--- src/rtl/core/mrs_pkg.sv ---
`timescale 1ns / 1ps
package mrs_pkg;

   localparam logic [15:0] CRC_INIT   = 16'hFFFF;
   localparam logic [15:0] CRC_POLY   = 16'hA001;
   localparam logic [7:0]  EXC_FLAG   = 8'h80;
   localparam logic [7:0]  EXC_CRC    = 8'h08;
   localparam logic [7:0]  EXC_RANGE  = 8'h02;
   localparam logic [7:0]  EXC_FUNC   = 8'h04;
   localparam logic [7:0]  FN_READ_COILS  = 8'h01;
   localparam logic [7:0]  FN_READ_INPUTS = 8'h02;
   localparam logic [7:0]  FN_READ_REGS   = 8'h03;
   localparam logic [7:0]  FN_WRITE_COIL  = 8'h05;
   localparam logic [7:0]  FN_WRITE_REG   = 8'h06;
   localparam logic [7:0]  FN_WRITE_MULTI = 8'h10;
   localparam logic [15:0] COIL_ON    = 16'hFF00;
   localparam logic [7:0]  BYTE_MASK  = 8'hFF;

   typedef enum logic [2:0] {
      KIND_EXC,
      KIND_COILS,
      KIND_INPUTS,
      KIND_READ_REGS,
      KIND_WRITE_COIL,
      KIND_WRITE_REG,
      KIND_WRITE_MULTI
   } kind_type;

   typedef struct packed {
      kind_type    kind;
      logic [7:0]  func;
      logic [7:0]  code;
      logic [15:0] addr;
      logic [15:0] qty;
      logic [15:0] inputs;
   } job_type;

   typedef enum logic [2:0] {
      ST_IDLE,
      ST_EXEC,
      ST_MRD_HI,
      ST_MRD_LO,
      ST_MWR,
      ST_EMIT
   } back_state_type;

   function automatic logic [15:0] crc_byte(input logic [15:0] crc_i, input logic [7:0] data_i);
      logic [15:0] c;
      c = crc_i ^ {8'h00, data_i};
      for (int b = 0; b < 8; b++) begin
         c = c[0] ? ((c >> 1) ^ CRC_POLY) : (c >> 1);
      end
      return c;
   endfunction

endpackage

--- src/rtl/core/mrs_ram.sv ---
`timescale 1ns / 1ps
module mrs_ram #(
   parameter int WIDTH = 8,
   parameter int DEPTH = 64
) (
   input  logic                     clock,
   input  logic                     wr_en,
   input  logic [$clog2(DEPTH)-1:0] wr_addr,
   input  logic [WIDTH-1:0]         wr_data,
   input  logic [$clog2(DEPTH)-1:0] rd_addr,
   output logic [WIDTH-1:0]         rd_data
);

   logic [WIDTH-1:0] mem_ff [DEPTH];
   logic [WIDTH-1:0] rd_data_ff;

   always_ff @(posedge clock) begin
      if (wr_en) begin
         mem_ff[wr_addr] <= wr_data;
      end
      rd_data_ff <= mem_ff[rd_addr];
   end

   assign rd_data = rd_data_ff;

endmodule

--- src/rtl/core/mrs_front.sv ---
`timescale 1ns / 1ps
module mrs_front #(
   parameter int REG_COUNT   = 16,
   parameter int COIL_COUNT  = 32,
   parameter int INPUT_COUNT = 16,
   parameter int FRAME_MAX   = 64,
   localparam int LW = $clog2(FRAME_MAX + 2),
   localparam int AW = $clog2(FRAME_MAX)
) (
   input  logic            clock,
   input  logic            reset,
   input  logic            req_valid,
   output logic            req_stall,
   input  logic [7:0]      req_rx_byte,
   input  logic            req_frame_end,
   input  logic [15:0]     req_discrete_inputs,
   input  logic            back_busy,
   input  logic            queue_full,
   output logic            ram_wr_en,
   output logic [AW-1:0]   ram_wr_addr,
   output logic [7:0]      ram_wr_data,
   output logic            push_valid,
   output mrs_pkg::job_type push_job
);

   logic [LW-1:0] len_ff, len_in;
   logic [7:0]    func_ff, func_in, ahi_ff, ahi_in, alo_ff, alo_in;
   logic [7:0]    qhi_ff, qhi_in, qlo_ff, qlo_in, bc_ff, bc_in, last_ff, last_in;
   logic [15:0]   crc_run_ff, crc_run_in, crc_prev_ff, crc_prev_in;
   logic          accept;
   logic [LW-1:0] n_c;
   logic [9:0]    n10;
   logic [7:0]    func_c, bc_c;
   logic [15:0]   a_c, q_c;
   logic [16:0]   sum_c;
   logic          crc_ok, known, cls_push;
   mrs_pkg::kind_type cls_kind;
   logic [7:0]    cls_code;

   assign req_stall = queue_full | back_busy;
   assign accept    = req_valid & ~req_stall;

   // header fields, taking the current byte where it lands on them
   always_comb begin
      func_c = (len_ff == LW'(1)) ? req_rx_byte : func_ff;
      a_c    = {(len_ff == LW'(2)) ? req_rx_byte : ahi_ff,
                (len_ff == LW'(3)) ? req_rx_byte : alo_ff};
      q_c    = {(len_ff == LW'(4)) ? req_rx_byte : qhi_ff,
                (len_ff == LW'(5)) ? req_rx_byte : qlo_ff};
      bc_c   = (len_ff == LW'(6)) ? req_rx_byte : bc_ff;
      n_c    = (len_ff <= LW'(FRAME_MAX)) ? len_ff + LW'(1) : len_ff;
      n10    = 10'(n_c);
      sum_c  = {1'b0, a_c} + {1'b0, q_c};
      crc_ok = (crc_prev_ff[7:0] == last_ff) && (crc_prev_ff[15:8] == req_rx_byte);
   end

   always_comb begin
      known = func_c inside {mrs_pkg::FN_READ_COILS, mrs_pkg::FN_READ_INPUTS,
                             mrs_pkg::FN_READ_REGS, mrs_pkg::FN_WRITE_COIL,
                             mrs_pkg::FN_WRITE_REG, mrs_pkg::FN_WRITE_MULTI};
      cls_push = 1'b1;
      cls_kind = mrs_pkg::KIND_EXC;
      cls_code = mrs_pkg::EXC_RANGE;
      if (n10 < 10'd4 || n10 > 10'(FRAME_MAX)) begin
         cls_push = 1'b0;
      end else if (func_c == mrs_pkg::FN_READ_INPUTS && n10 == 10'd8 && crc_ok &&
                   q_c != 16'd0 && sum_c <= 17'(INPUT_COUNT)) begin
         cls_kind = mrs_pkg::KIND_INPUTS;
      end else if (!crc_ok) begin
         cls_push = known;
         cls_code = mrs_pkg::EXC_CRC;
      end else if (!known) begin
         cls_code = mrs_pkg::EXC_FUNC;
      end else if (func_c != mrs_pkg::FN_WRITE_MULTI && n10 != 10'd8) begin
         cls_code = mrs_pkg::EXC_RANGE;
      end else if (func_c == mrs_pkg::FN_WRITE_MULTI && n10 < 10'd9) begin
         cls_code = mrs_pkg::EXC_RANGE;
      end else begin
         case (func_c)
            mrs_pkg::FN_READ_COILS: begin
               if (q_c != 16'd0 && sum_c <= 17'(COIL_COUNT)) cls_kind = mrs_pkg::KIND_COILS;
            end
            mrs_pkg::FN_READ_INPUTS: begin
               if (q_c != 16'd0 && sum_c <= 17'(INPUT_COUNT)) cls_kind = mrs_pkg::KIND_INPUTS;
            end
            mrs_pkg::FN_READ_REGS: begin
               if (q_c != 16'd0 && sum_c <= 17'(REG_COUNT)) cls_kind = mrs_pkg::KIND_READ_REGS;
            end
            mrs_pkg::FN_WRITE_COIL: begin
               if (a_c < 16'(COIL_COUNT)) cls_kind = mrs_pkg::KIND_WRITE_COIL;
            end
            mrs_pkg::FN_WRITE_REG: begin
               if (a_c < 16'(REG_COUNT)) cls_kind = mrs_pkg::KIND_WRITE_REG;
            end
            mrs_pkg::FN_WRITE_MULTI: begin
               if (q_c != 16'd0 && sum_c <= 17'(REG_COUNT) &&
                   {8'h00, bc_c} == {q_c[14:0], 1'b0} && n10 == 10'd9 + 10'(bc_c))
                  cls_kind = mrs_pkg::KIND_WRITE_MULTI;
            end
            default: cls_code = mrs_pkg::EXC_FUNC;
         endcase
      end
   end

   always_comb begin
      len_in      = len_ff;
      crc_run_in  = crc_run_ff;
      crc_prev_in = crc_prev_ff;
      func_in     = func_ff;
      ahi_in      = ahi_ff;
      alo_in      = alo_ff;
      qhi_in      = qhi_ff;
      qlo_in      = qlo_ff;
      bc_in       = bc_ff;
      last_in     = last_ff;
      if (accept) begin
         func_in = func_c;
         ahi_in  = a_c[15:8];
         alo_in  = a_c[7:0];
         qhi_in  = q_c[15:8];
         qlo_in  = q_c[7:0];
         bc_in   = bc_c;
         last_in = req_rx_byte;
         if (req_frame_end) begin
            len_in      = '0;
            crc_run_in  = mrs_pkg::CRC_INIT;
            crc_prev_in = mrs_pkg::CRC_INIT;
         end else begin
            len_in      = n_c;
            crc_prev_in = crc_run_ff;
            crc_run_in  = mrs_pkg::crc_byte(crc_run_ff, req_rx_byte);
         end
      end
   end

   always_ff @(posedge clock) begin
      if (reset) begin
         len_ff      <= '0;
         crc_run_ff  <= mrs_pkg::CRC_INIT;
         crc_prev_ff <= mrs_pkg::CRC_INIT;
      end else begin
         len_ff      <= len_in;
         crc_run_ff  <= crc_run_in;
         crc_prev_ff <= crc_prev_in;
      end
      func_ff <= func_in;
      ahi_ff  <= ahi_in;
      alo_ff  <= alo_in;
      qhi_ff  <= qhi_in;
      qlo_ff  <= qlo_in;
      bc_ff   <= bc_in;
      last_ff <= last_in;
   end

   assign ram_wr_en   = accept && (len_ff < LW'(FRAME_MAX));
   assign ram_wr_addr = len_ff[AW-1:0];
   assign ram_wr_data = req_rx_byte;

   assign push_valid      = accept & req_frame_end & cls_push;
   assign push_job.kind   = cls_kind;
   assign push_job.func   = func_c;
   assign push_job.code   = cls_code;
   assign push_job.addr   = a_c;
   assign push_job.qty    = q_c;
   assign push_job.inputs = 16'(req_discrete_inputs[INPUT_COUNT-1:0]);

endmodule

--- src/rtl/core/mrs_queue.sv ---
`timescale 1ns / 1ps
module mrs_queue (
   input  logic             clock,
   input  logic             reset,
   input  logic             push_valid,
   input  mrs_pkg::job_type push_job,
   output logic             full,
   output logic             pop_valid,
   input  logic             pop_ready,
   output mrs_pkg::job_type pop_job
);

   logic             valid_ff, valid_in;
   mrs_pkg::job_type job_ff, job_in;

   always_comb begin
      valid_in = valid_ff;
      job_in   = job_ff;
      if (pop_ready) valid_in = 1'b0;
      if (push_valid) begin
         valid_in = 1'b1;
         job_in   = push_job;
      end
   end

   always_ff @(posedge clock) begin
      if (reset) begin
         valid_ff <= 1'b0;
      end else begin
         valid_ff <= valid_in;
      end
      job_ff <= job_in;
   end

   assign full      = valid_ff;
   assign pop_valid = valid_ff;
   assign pop_job   = job_ff;

endmodule

--- src/rtl/core/mrs_back.sv ---
`timescale 1ns / 1ps
module mrs_back #(
   parameter int REG_COUNT  = 16,
   parameter int COIL_COUNT = 32,
   parameter int FRAME_MAX  = 64,
   localparam int AW = $clog2(FRAME_MAX),
   localparam int RW = (REG_COUNT > 1) ? $clog2(REG_COUNT) : 1,
   localparam int CW = $clog2(COIL_COUNT)
) (
   input  logic             clock,
   input  logic             reset,
   input  logic [7:0]       station_address,
   input  logic             job_valid,
   output logic             job_pop,
   input  mrs_pkg::job_type job,
   output logic             busy,
   output logic [AW-1:0]    ram_rd_addr,
   input  logic [7:0]       ram_rd_data,
   output logic             rsp_valid,
   input  logic             rsp_stall,
   output logic [7:0]       rsp_tx_byte,
   output logic             rsp_reply_last,
   output logic [31:0]      rsp_coil_levels
);

   mrs_pkg::back_state_type state_ff, state_in;
   mrs_pkg::job_type job_ff, job_in;
   logic [COIL_COUNT-1:0] coil_ff, coil_in;
   logic [15:0]   hold_ff [REG_COUNT];
   logic          hw_en;
   logic [RW-1:0] hw_addr;
   logic [15:0]   hw_data;
   logic [31:0]   bits_ff, bits_in, src;
   logic [RW-1:0] ptr_ff, ptr_in;
   logic          lo_ff, lo_in;
   logic [6:0]    idx_ff, idx_in, blen_ff, blen_in;
   logic [15:0]   crc_ff, crc_in;
   logic [AW-1:0] radr_ff, radr_in;
   logic [7:0]    hi_ff, hi_in;
   logic [4:0]    cnt_ff, cnt_in;
   logic          ov_ff, ov_in, olast_ff, olast_in;
   logic [7:0]    obyte_ff, obyte_in;
   logic [31:0]   ocoil_ff, ocoil_in;
   logic          out_load;
   logic [7:0]    body;
   logic [6:0]    nbytes;

   assign out_load = ~ov_ff | ~rsp_stall;
   assign busy     = (state_ff != mrs_pkg::ST_IDLE);
   assign ram_rd_addr = radr_ff;
   assign nbytes   = (7'(job_ff.qty[5:0]) + 7'd7) >> 3;
   assign src      = (job_ff.kind == mrs_pkg::KIND_COILS) ? 32'(coil_ff) : 32'(job_ff.inputs);

   // body byte at the current position
   always_comb begin
      body = 8'h00;
      if (idx_ff == 7'd0) begin
         body = station_address;
      end else if (idx_ff == 7'd1) begin
         body = (job_ff.kind == mrs_pkg::KIND_EXC) ? (job_ff.func | mrs_pkg::EXC_FLAG)
                                                   : job_ff.func;
      end else if (idx_ff == 7'd2) begin
         case (job_ff.kind)
            mrs_pkg::KIND_EXC:                          body = job_ff.code;
            mrs_pkg::KIND_COILS, mrs_pkg::KIND_INPUTS:  body = 8'(nbytes);
            mrs_pkg::KIND_READ_REGS:                    body = {job_ff.qty[6:0], 1'b0};
            default:                                    body = job_ff.addr[15:8];
         endcase
      end else begin
         case (job_ff.kind)
            mrs_pkg::KIND_COILS, mrs_pkg::KIND_INPUTS: body = bits_ff[7:0];
            mrs_pkg::KIND_READ_REGS:
               body = lo_ff ? hold_ff[ptr_ff][7:0] : hold_ff[ptr_ff][15:8];
            default: begin
               if (idx_ff == 7'd3)      body = job_ff.addr[7:0];
               else if (idx_ff == 7'd4) body = job_ff.qty[15:8];
               else                     body = job_ff.qty[7:0];
            end
         endcase
      end
   end

   always_comb begin
      state_in = state_ff;
      job_in   = job_ff;
      coil_in  = coil_ff;
      bits_in  = bits_ff;
      ptr_in   = ptr_ff;
      lo_in    = lo_ff;
      idx_in   = idx_ff;
      blen_in  = blen_ff;
      crc_in   = crc_ff;
      radr_in  = radr_ff;
      hi_in    = hi_ff;
      cnt_in   = cnt_ff;
      ov_in    = ov_ff;
      olast_in = olast_ff;
      obyte_in = obyte_ff;
      ocoil_in = ocoil_ff;
      job_pop  = 1'b0;
      hw_en    = 1'b0;
      hw_addr  = job_ff.addr[RW-1:0];
      hw_data  = job_ff.qty;
      if (out_load) ov_in = 1'b0;
      case (state_ff)
         mrs_pkg::ST_IDLE: begin
            if (job_valid) begin
               job_pop  = 1'b1;
               job_in   = job;
               state_in = mrs_pkg::ST_EXEC;
            end
         end
         mrs_pkg::ST_EXEC: begin
            idx_in   = '0;
            crc_in   = mrs_pkg::CRC_INIT;
            lo_in    = 1'b0;
            ptr_in   = job_ff.addr[RW-1:0];
            bits_in  = (src >> job_ff.addr[4:0]) & ~(32'hFFFF_FFFF << job_ff.qty[5:0]);
            radr_in  = AW'(7);
            cnt_in   = '0;
            state_in = mrs_pkg::ST_EMIT;
            case (job_ff.kind)
               mrs_pkg::KIND_EXC:                         blen_in = 7'd3;
               mrs_pkg::KIND_COILS, mrs_pkg::KIND_INPUTS: blen_in = 7'd3 + nbytes;
               mrs_pkg::KIND_READ_REGS:  blen_in = 7'd3 + {job_ff.qty[5:0], 1'b0};
               default:                                   blen_in = 7'd6;
            endcase
            if (job_ff.kind == mrs_pkg::KIND_WRITE_COIL) begin
               if (job_ff.qty == mrs_pkg::COIL_ON)
                  coil_in[job_ff.addr[CW-1:0]] = 1'b1;
               else if (job_ff.qty == 16'h0000)
                  coil_in[job_ff.addr[CW-1:0]] = 1'b0;
            end
            if (job_ff.kind == mrs_pkg::KIND_WRITE_REG) hw_en = 1'b1;
            if (job_ff.kind == mrs_pkg::KIND_WRITE_MULTI) state_in = mrs_pkg::ST_MRD_HI;
         end
         mrs_pkg::ST_MRD_HI: begin
            radr_in  = radr_ff + AW'(1);
            state_in = mrs_pkg::ST_MRD_LO;
         end
         mrs_pkg::ST_MRD_LO: begin
            hi_in    = ram_rd_data;
            radr_in  = radr_ff + AW'(1);
            state_in = mrs_pkg::ST_MWR;
         end
         mrs_pkg::ST_MWR: begin
            hw_en   = 1'b1;
            hw_addr = ptr_ff;
            hw_data = {hi_ff, ram_rd_data};
            ptr_in  = ptr_ff + RW'(1);
            cnt_in  = cnt_ff + 5'd1;
            if (16'(cnt_ff) + 16'd1 == job_ff.qty) begin
               state_in = mrs_pkg::ST_EMIT;
               ptr_in   = job_ff.addr[RW-1:0];
            end else begin
               state_in = mrs_pkg::ST_MRD_HI;
            end
         end
         mrs_pkg::ST_EMIT: begin
            if (out_load) begin
               ov_in    = 1'b1;
               ocoil_in = 32'(coil_ff);
               olast_in = 1'b0;
               idx_in   = idx_ff + 7'd1;
               if (idx_ff < blen_ff) begin
                  obyte_in = body;
                  crc_in   = mrs_pkg::crc_byte(crc_ff, body);
                  if (idx_ff >= 7'd3) begin
                     bits_in = bits_ff >> 8;
                     lo_in   = ~lo_ff;
                     if (lo_ff) ptr_in = ptr_ff + RW'(1);
                  end
               end else if (idx_ff == blen_ff) begin
                  obyte_in = crc_ff[7:0];
               end else begin
                  obyte_in = crc_ff[15:8];
                  olast_in = 1'b1;
                  state_in = mrs_pkg::ST_IDLE;
               end
            end
         end
         default: state_in = mrs_pkg::ST_IDLE;
      endcase
   end

   always_ff @(posedge clock) begin
      if (reset) begin
         state_ff <= mrs_pkg::ST_IDLE;
         coil_ff  <= '0;
         ov_ff    <= 1'b0;
      end else begin
         state_ff <= state_in;
         coil_ff  <= coil_in;
         ov_ff    <= ov_in;
      end
      job_ff   <= job_in;
      bits_ff  <= bits_in;
      ptr_ff   <= ptr_in;
      lo_ff    <= lo_in;
      idx_ff   <= idx_in;
      blen_ff  <= blen_in;
      crc_ff   <= crc_in;
      radr_ff  <= radr_in;
      hi_ff    <= hi_in;
      cnt_ff   <= cnt_in;
      olast_ff <= olast_in;
      obyte_ff <= obyte_in;
      ocoil_ff <= ocoil_in;
   end

   // holding registers power up as one for the low twenty words
   always_ff @(posedge clock) begin
      if (reset) begin
         for (int i = 0; i < REG_COUNT; i++) begin
            hold_ff[i] <= (i < 20) ? 16'd1 : 16'd0;
         end
      end else if (hw_en) begin
         hold_ff[hw_addr] <= hw_data;
      end
   end

   assign rsp_valid       = ov_ff;
   assign rsp_tx_byte     = obyte_ff;
   assign rsp_reply_last  = olast_ff;
   assign rsp_coil_levels = ocoil_ff;

endmodule

--- src/rtl/core/modbus_rtu_slave_frame_handler_top.sv ---
`timescale 1ns / 1ps
// modbus rtu slave frame handler
// req channel: one received byte per beat, req_frame_end on the last byte of
//   the frame, req_discrete_inputs sampled on that last beat
// rsp channel: one reply byte per beat, rsp_reply_last on the crc high byte,
//   rsp_coil_levels gives the coils after the request on every beat
// csr channel: write of the station address, always ready, reset value 4
// a byte that does not end a frame goes into the frame memory; after the
//   last byte the job is registered in the queue and the sequencer takes it
//   (write multiple first reads each register from the frame memory), then
//   sends one reply byte per cycle while rsp is not stalled
// the front side stalls req while a frame is queued or being served, so one
//   frame is handled at a time; rsp stall holds the reply byte in the output
//   register and the reply sequencer waits
// reset clears the frame counter, coils, queue and output; holding words
//   take their power-up value at once, no clearing pass is needed
module modbus_rtu_slave_frame_handler_top #(
   parameter int REG_COUNT   = 16,
   parameter int COIL_COUNT  = 32,
   parameter int INPUT_COUNT = 16,
   parameter int FRAME_MAX   = 64
) (
   input  logic        clock,
   input  logic        reset,
   input  logic        req_valid,
   output logic        req_stall,
   input  logic [7:0]  req_rx_byte,
   input  logic        req_frame_end,
   input  logic [15:0] req_discrete_inputs,
   output logic        rsp_valid,
   input  logic        rsp_stall,
   output logic [7:0]  rsp_tx_byte,
   output logic        rsp_reply_last,
   output logic [31:0] rsp_coil_levels,
   input  logic        csr_valid,
   output logic        csr_ready,
   input  logic [7:0]  csr_station_address
);

   localparam int AW = $clog2(FRAME_MAX);

   logic [7:0]       station_ff, station_in;
   logic             ram_wr_en;
   logic [AW-1:0]    ram_wr_addr, ram_rd_addr;
   logic [7:0]       ram_wr_data, ram_rd_data;
   logic             push_valid, queue_full, pop_valid, pop_ready, back_busy;
   mrs_pkg::job_type push_job, pop_job;

   assign csr_ready  = 1'b1;
   assign station_in = (csr_valid & csr_ready) ? csr_station_address : station_ff;

   always_ff @(posedge clock) begin
      if (reset) begin
         station_ff <= 8'd4;
      end else begin
         station_ff <= station_in;
      end
   end

   mrs_ram #(.WIDTH(8), .DEPTH(FRAME_MAX)) u_frame_ram (
      .clock   (clock),
      .wr_en   (ram_wr_en),
      .wr_addr (ram_wr_addr),
      .wr_data (ram_wr_data),
      .rd_addr (ram_rd_addr),
      .rd_data (ram_rd_data)
   );

   mrs_front #(
      .REG_COUNT(REG_COUNT), .COIL_COUNT(COIL_COUNT),
      .INPUT_COUNT(INPUT_COUNT), .FRAME_MAX(FRAME_MAX)
   ) u_front (
      .clock               (clock),
      .reset               (reset),
      .req_valid           (req_valid),
      .req_stall           (req_stall),
      .req_rx_byte         (req_rx_byte),
      .req_frame_end       (req_frame_end),
      .req_discrete_inputs (req_discrete_inputs),
      .back_busy           (back_busy),
      .queue_full          (queue_full),
      .ram_wr_en           (ram_wr_en),
      .ram_wr_addr         (ram_wr_addr),
      .ram_wr_data         (ram_wr_data),
      .push_valid          (push_valid),
      .push_job            (push_job)
   );

   mrs_queue u_queue (
      .clock      (clock),
      .reset      (reset),
      .push_valid (push_valid),
      .push_job   (push_job),
      .full       (queue_full),
      .pop_valid  (pop_valid),
      .pop_ready  (pop_ready),
      .pop_job    (pop_job)
   );

   mrs_back #(
      .REG_COUNT(REG_COUNT), .COIL_COUNT(COIL_COUNT), .FRAME_MAX(FRAME_MAX)
   ) u_back (
      .clock           (clock),
      .reset           (reset),
      .station_address (station_ff),
      .job_valid       (pop_valid),
      .job_pop         (pop_ready),
      .job             (pop_job),
      .busy            (back_busy),
      .ram_rd_addr     (ram_rd_addr),
      .ram_rd_data     (ram_rd_data),
      .rsp_valid       (rsp_valid),
      .rsp_stall       (rsp_stall),
      .rsp_tx_byte     (rsp_tx_byte),
      .rsp_reply_last  (rsp_reply_last),
      .rsp_coil_levels (rsp_coil_levels)
   );

endmodule
--- config.mk ---
export PLATFORM = sky130hd
export DESIGN_NAME = modbus_rtu_slave_frame_handler_top
export DESIGN_NICKNAME = d
export VERILOG_FILES = /design/src/rtl/core/mrs_pkg.sv /design/src/rtl/core/mrs_ram.sv /design/src/rtl/core/mrs_front.sv /design/src/rtl/core/mrs_queue.sv /design/src/rtl/core/mrs_back.sv /design/src/rtl/core/modbus_rtu_slave_frame_handler_top.sv
export SDC_FILE = /design/constraint.sdc
export NUM_CORES = 2
export LEC_CHECK = 0
export ABC_AREA = 1
export BUFFER_PORTS_ARGS = -buffer_cell sky130_fd_sc_hd__buf_2
export CORE_MARGIN = 4
export CORE_UTILIZATION = 45
export CTS_BUF_LIST = sky130_fd_sc_hd__clkbuf_2
export DETAILED_ROUTE_END_ITERATION = 7
export SLEW_MARGIN = 40
export SYNTH_ARGS = -nofsm -noshare
export SYNTH_HDL_FRONTEND = slang
export SYNTH_SLANG_ARGS = --single-unit
export TNS_END_PERCENT = 10
--- constraint.sdc ---
create_clock -name clock -period 23 [get_ports clock]
set_input_delay 3.45 -clock clock [delete_from_list [all_inputs] [get_ports clock]]
set_output_delay 3.45 -clock clock [all_outputs]
set_load 0.01 [all_outputs]
# ---- Yosys cells after proc, flatten, opt, wreduce, memory -nomap -nowiden
# Memory sizes are Yosys's and may differ from the RTL's. A register that Yosys moved wholly into a read port is not among the register bits.
# Index checks and enable logic that the tools add are counted.
dict set report op_classes {
  n_addsub 11
  mul 0
  div 0
  n_lt_le_gt_ge 13
  eq_ne 44
  n_shift 2
  muxes 114
  n_bitwise 34
  reduce_logical 42
}
# cell count
set ops {}
lappend ops {{$mux 16} 22}
lappend ops {{$mux 32} 6}
lappend ops {{$mux 8} 15}
lappend ops {{$and 32x32->32} 2}
lappend ops {{$not 32->32} 2}
lappend ops {{$pmux 32 s2} 1}
lappend ops {{$mux 4} 12}
lappend ops {{$not 2->3} 16}
lappend ops {{$pmux 3 s6} 2}
lappend ops {{$or 32x32->32} 1}
lappend ops {{$pmux 16 s2} 1}
lappend ops {{$shl 32x6->32 const A} 1}
lappend ops {{$shr 32x5->32} 1}
lappend ops {{$xor 16x8->16} 2}
lappend ops {{$mux 3} 10}
lappend ops {{$eq 7x2->1 const B} 4}
lappend ops {{$eq 7x3->1 const B} 4}
lappend ops {{$mux 1} 25}
lappend ops {{$pmux 8 s3} 1}
lappend ops {{$mux 7} 3}
lappend ops {{$pmux 7 s3} 1}
lappend ops {{$add 16x16->17} 1}
lappend ops {{$le 17x5->1 const B} 1}
lappend ops {{$le 17x6->1 const B} 1}
lappend ops {{other kinds (67)} 125}
dict set report totals {
  reg_bits 401
  latch_bits 0
  ram_bits 768
  mem_bits_ro 0
  input_bits 38
  output_inout_bits 44
  memories 2
}
# name words width read_ports rd_clocked_by_memory_dff write_ports line_no
set mem_list {}
lappend mem_list {u_frame_ram.mem_ff 64 8 1 1 1 mrs_ram.sv:14} ;# logic [WIDTH-1:0] mem_ff [DEPTH];
lappend mem_list {u_back.hold_ff 16 16 1 1 16 mrs_back.sv:29} ;# logic [15:0] hold_ff [REG_COUNT];

# ---- Longest topological paths before layout
dict set report logic_depth {
  word_depth 27
  depth_mapped 30
}

# ---- Hierarchy
# Synthesis repeated with hierarchy kept, for this count alone.
dict set report unflattened {
  hier_cells 5383
  hier_area_um2 54170.7
}
# module instances cells_each area_per_inst_um2
set modules_own_cells {}
lappend modules_own_cells {mrs_back 1 2637 24214.5}
lappend modules_own_cells {mrs_ram 1 1802 21254.1}
lappend modules_own_cells {mrs_front 1 819 6292.3}
lappend modules_own_cells {mrs_queue 1 73 2059.5}
lappend modules_own_cells {modbus_rtu_slave_frame_handler_top 1 52 350.3}

# ---- Worst setup path before layout
# Ideal clock, no wire load.
dict set report synth_timing {
  kind {input to register}
  from {input port req_rx_byte[6]}
  to {register u_queue.job_ff (netlist bit u_queue.pop_job[0]), enable pin}
  setup_time_ps 638
  t_arrival_ps 10637
  required_time_ps 22362
  path_slack_ps 11725
  stages 14
  n_path_buf 0
  path_cell_list {inv_1 > nor2_1 > a21oi_1 > inv_1 > nor2_1 > nand2_1 > nor2_1 > inv_1 > nor2_1 > inv_1 > o21a_1 > inv_1 > nor2_1 > nor4_1}
}
# item line_no
set synth_lines {}
lappend synth_lines {{from (decl)} modbus_rtu_slave_frame_handler_top.sv:27} ;# input logic [7:0] req_rx_byte,
lappend synth_lines {{to (signal assigned)} mrs_queue.sv:32} ;# job_ff <= job_in;
lappend synth_lines {{to (decl)} mrs_queue.sv:14} ;# mrs_pkg::job_type job_ff, job_in;

# ---- Worst setup path in the final report
dict set report layout_timing {
  from {register u_back.state_ff[2]}
  to {output port req_stall}
}
dict set report layout_between {
  elab_chain_len 2
}
# item line_no
set layout_rtl {}
lappend layout_rtl {{from (decl)} mrs_back.sv:26} ;# mrs_pkg::back_state_type state_ff, state_in;
lappend layout_rtl {{from (signal assigned)} mrs_back.sv:188} ;# state_ff <= mrs_pkg::ST_IDLE;
lappend layout_rtl {{from (signal assigned)} mrs_back.sv:192} ;# state_ff <= state_in;
lappend layout_rtl {{$reduce_bool 3->1} mrs_back.sv:49} ;# assign busy = (state_ff != mrs_pkg::ST_IDLE);
lappend layout_rtl {{$or 1x1->1} mrs_front.sv:40} ;# assign req_stall = queue_full | back_busy;
lappend layout_rtl {{to (decl)} modbus_rtu_slave_frame_handler_top.sv:26} ;# output logic req_stall,
# Every way passes these cells.

==> summary.json <==
{
  "status": {
    "outcome": "finished, final reports clean"
  },
  "timing": {
    "timing.clock.skew_ps": 158,
    "postLayoutSetupSlackWorst_ps": 16170,
    "period_share_pct": 29.7,
    "hold_viol_final": 0,
    "worst_pin_slew_ps": 1190,
    "final_setup_violations": 0,
    "timing.slew.headroom_pct": 20.9,
    "period_minus_slack_ps": 6830,
    "rsz0062_at_grt": "no",
    "timing.fmax_mhz": 146,
    "report.final.slew_viol_count": 0,
    "setup_tns_final_ps": 0
  },
  "clock_tree": {
    "cts_inserted_buffers": 311,
    "cts.repair_timing.setup_buffer_count": 0,
    "cts_buffer_depth": 4,
    "clock_insertion_delay_worst_skew_ps": 1730,
    "clock_sinks": 1166,
    "cts_hold_buf": 0,
    "cts_resized": 0,
    "htree_num_levels": 5,
    "tritoncts": "yes",
    "clock_pin_transition_on_the_worst_setup_and_hold_timing_paths_ps": 90,
    "cts_root_buf": "sky130_fd_sc_hd__clkbuf_2"
  },
  "die": {
    "die_y_um": 347,
    "placementRows": 124,
    "die_x_um": 347,
    "floorplan.io_pins": 82,
    "start_util_pct": 45.3,
    "core_area_um2": 114000,
    "die_area_um2": 121000
  },
  "setup_path": {
    "cp_data_arrival_time_ps": 3380,
    "worstPathMaxFanout": 7,
    "critical_path.cell_chain": "nor2_1 -> inv_1 -> nor2_1 -> inv_1 -> nor2_1 -> inv_1 -> buf_2",
    "crit_path_end_kind": "output port",
    "crit_path_top_delay_cell": "sky130_fd_sc_hd__nor2_1",
    "crit_path_max_incr_delay_ps": 420,
    "start_kind": "flop",
    "worst-endpoint-required_ps": 19550,
    "criticalPathCategory": "reg2out"
  },
  "detailed_routing": {
    "drt_pass1_iterations": 5,
    "route.detailed.wl_per_inst_um": 20.9,
    "route.vias.total": 38100,
    "route.final.wire_length_um": 143000,
    "drc_violation_total_after_the_first_tritonroute_iteration": 3501,
    "routed_vias_inst": 5.58,
    "drc": 0,
    "postRouteAntennaNets": 0
  },
  "synth": {
    "dominantRegCellSynth": "sky130_fd_sc_hd__edfxtp_1",
    "netlist_area_um2": 51800,
    "synth.largest_area_cell": "sky130_fd_sc_hd__edfxtp_1",
    "synth.yosys.warnings": 0,
    "synth_seq_area_share_pct": 65.9,
    "synth_top_cell_area_share_pct": 62.4,
    "synth_top_cells_by_area": "sky130_fd_sc_hd__edfxtp_1 62%, sky130_fd_sc_hd__nor2_1 6.2%, sky130_fd_sc_hd__nand2_1 5.5%, sky130_fd_sc_hd__o21ai_0 5.3%, sky130_fd_sc_hd__dfxtp_1 3.5%",
    "async_set_reset_flop_share_out_of_synthesis_pct": 0,
    "ys_seq_elements": 1166,
    "synth_edf_count": 1075,
    "yosys.cell_types.count": 60,
    "mappedNetlistNets": 4996,
    "synthesis.instances": 4920,
    "synth.avg_cell_area_um2": 10.5
  },
  "final_layout": {
    "layout-drive-gt1-share_pct": 14.2,
    "syn2layout_area_growth_pct": 9.06,
    "final_design_area_no_fill_um2": 56500,
    "nets": 5192
  },
  "grt": {
    "grt_usage_pct": 23.2,
    "number_of_global_route_vias_before_repair": 36200,
    "grt_first_pass_wirelength_um": 217000,
    "grt_max_degree": 193,
    "grt_remaining_overflow": 0,
    "antenna_found_initial": 4
  },
  "placed_design": {
    "gp_congestion": 0.912,
    "port_buffers": 80,
    "dpl_cell_area_um2": 53700,
    "place_ws_ps": 15470,
    "detailedPlacementHpwl_um": 87000
  },
  "power_and_ir_drop": {
    "cellInternalPower_mw": 3.48,
    "net_switching_power_of_the_design_mw": 1.97,
    "leakage_nw": 20.6,
    "combPwrFrac_pct": 26.9,
    "p_sw_share_pct": 36.1,
    "power.ir.vdd_worst_mv": 0.0525,
    "part_of_the_total_power_dissipated_in_the_clock_network_pct": 26.0,
    "totalPowerFinal_mw": 5.45,
    "pwr_density_cell_nw_per_um2": 96.6,
    "p_seq_share_pct": 47.1
  },
  "flow_run": {
    "max_cap_violations": 0
  },
  "worst_hold_path": {
    "min_path_type": "reg2reg"
  }
}
worst paths after layout:
path	start	end	slack (ps)	depth (start not counted)
setup / recovery	u_back.state_ff[2]$_SDFFE_PP0P_	req_stall	16170	7
hold / removal	u_queue.pop_job[26]$_DFFE_PP_	u_back.job_ff[26]$_DFFE_PP_	410	0
setup reg to reg	flop	u_back.crc_ff[0]$_SDFFCE_PN1P_	17620	29
hold reg to reg	u_queue.pop_job[26]$_DFFE_PP_	u_back.job_ff[26]$_DFFE_PP_	410	0
cell usage in the layout (no fill, tap or decap), types with 57 or more instances in the layout:
cell type	Yosys	routed
sky130_fd_sc_hd__edfxtp_1	1075	1075
sky130_fd_sc_hd__nor2_1	860	813
sky130_fd_sc_hd__nand2_1	757	750
sky130_fd_sc_hd__o21ai_0	552	552
sky130_fd_sc_hd__clkbuf_2	0	460
sky130_fd_sc_hd__inv_1	311	304
sky130_fd_sc_hd__nand3_1	260	260
sky130_fd_sc_hd__o22ai_1	120	120
sky130_fd_sc_hd__a21oi_1	108	107
sky130_fd_sc_hd__dfxtp_1	91	89
sky130_fd_sc_hd__buf_2	32	80
sky130_fd_sc_hd__o221ai_1	77	77
sky130_fd_sc_hd__buf_4	6	57
routing by layer:
metal  global-route usage (%)  share of wire [%]  vias up
met1                     31.9                 43    18300
met3                     4.26                7.4      288
met4                     9.37                3.2        0
met5                        0                  0        -
met2                     36.6                 46     1556
li1                         -                  -    18000
state kept, by name (all words and copies together), names as in the netlist, 11 cells and up, named ones only:
name	cells
u_frame_ram.mem_ff	512
u_back.hold_ff	256
u_back.job_ff	62
u_queue.pop_job	62
u_back.bits_ff	32
u_back.rsp_coil_levels	32
u_back.crc_ff	16
u_front.crc_prev_ff	16
u_front.crc_run_ff	11
synthesized netlist by cell type, types with 18 or more instances:
cell type	number
sky130_fd_sc_hd__o221ai_1	77
sky130_fd_sc_hd__nor3_1	33
sky130_fd_sc_hd__a21oi_1	108
sky130_fd_sc_hd__nor2_1	860
sky130_fd_sc_hd__nand3_1	260
sky130_fd_sc_hd__inv_1	311
sky130_fd_sc_hd__o22ai_1	120
sky130_fd_sc_hd__o21ai_0	552
sky130_fd_sc_hd__xnor2_1	21
sky130_fd_sc_hd__o21ai_1	32
sky130_fd_sc_hd__nand2_1	757
sky130_fd_sc_hd__or2_2	20
sky130_fd_sc_hd__xor2_1	35
sky130_fd_sc_hd__dfxtp_1	91
sky130_fd_sc_hd__o211ai_1	29
sky130_fd_sc_hd__ha_1	38
sky130_fd_sc_hd__nor4_1	18
sky130_fd_sc_hd__nand4_1	51
sky130_fd_sc_hd__a31oi_1	29
sky130_fd_sc_hd__edfxtp_1	1075
sky130_fd_sc_hd__clkbuf_1	209
sky130_fd_sc_hd__buf_2	32
area by class of cell:
type / instances / area [um^2]
tap: 1512 / 1890
fill: 10500 / 57900
clock buffer: 460 / 2300
multi-input combinational: 3154 / 15500
inverter: 333 / 1260
antenna: 7 / 17.5
sequential: 1166 / 34100
clock inverter: 57 / 357
timing repair buffer: 150 / 1020
per-stage QoR:
step                      hold WS (ps)  util [%]  std cells
after floorplan                    400         -       4920
after global placement             402      46.8       6310
after detailed placement           405      47.0       6314
after CTS                          404      49.3       6831
after global routing               433      49.4       6837
final                              408      49.4       6839
cell families after synthesis:
logic type | share of synthesized area (%)
other | 0.00724
XOR/XNOR | 0.947
multiplexers | 0.309
flip-flops | 65.9
AND/OR/NAND/NOR | 16.1
AO/OA/AOI/OAI | 11.3
adder cells (fa/ha/maj) | 0.918
buffers and inverters | 4.52
power groups by stage:
stage	clock network (mW)	logic (mW)	registers, mW
floorplan	0	0.993	2.58
global placement	0	1.42	2.62
detailed placement	0	1.44	2.62
CTS	1.45	1.45	2.57
global route	1.56	1.61	2.59
finish	1.42	1.47	2.57
critical path: cells and delay by family (launching register included):
family	cells	cell delay [ps]
buffers and inverters	4	710
AND/OR/NAND/NOR	3	690
flip-flops	1	370
No activity file was read; power rests on OpenSTA's default activity.
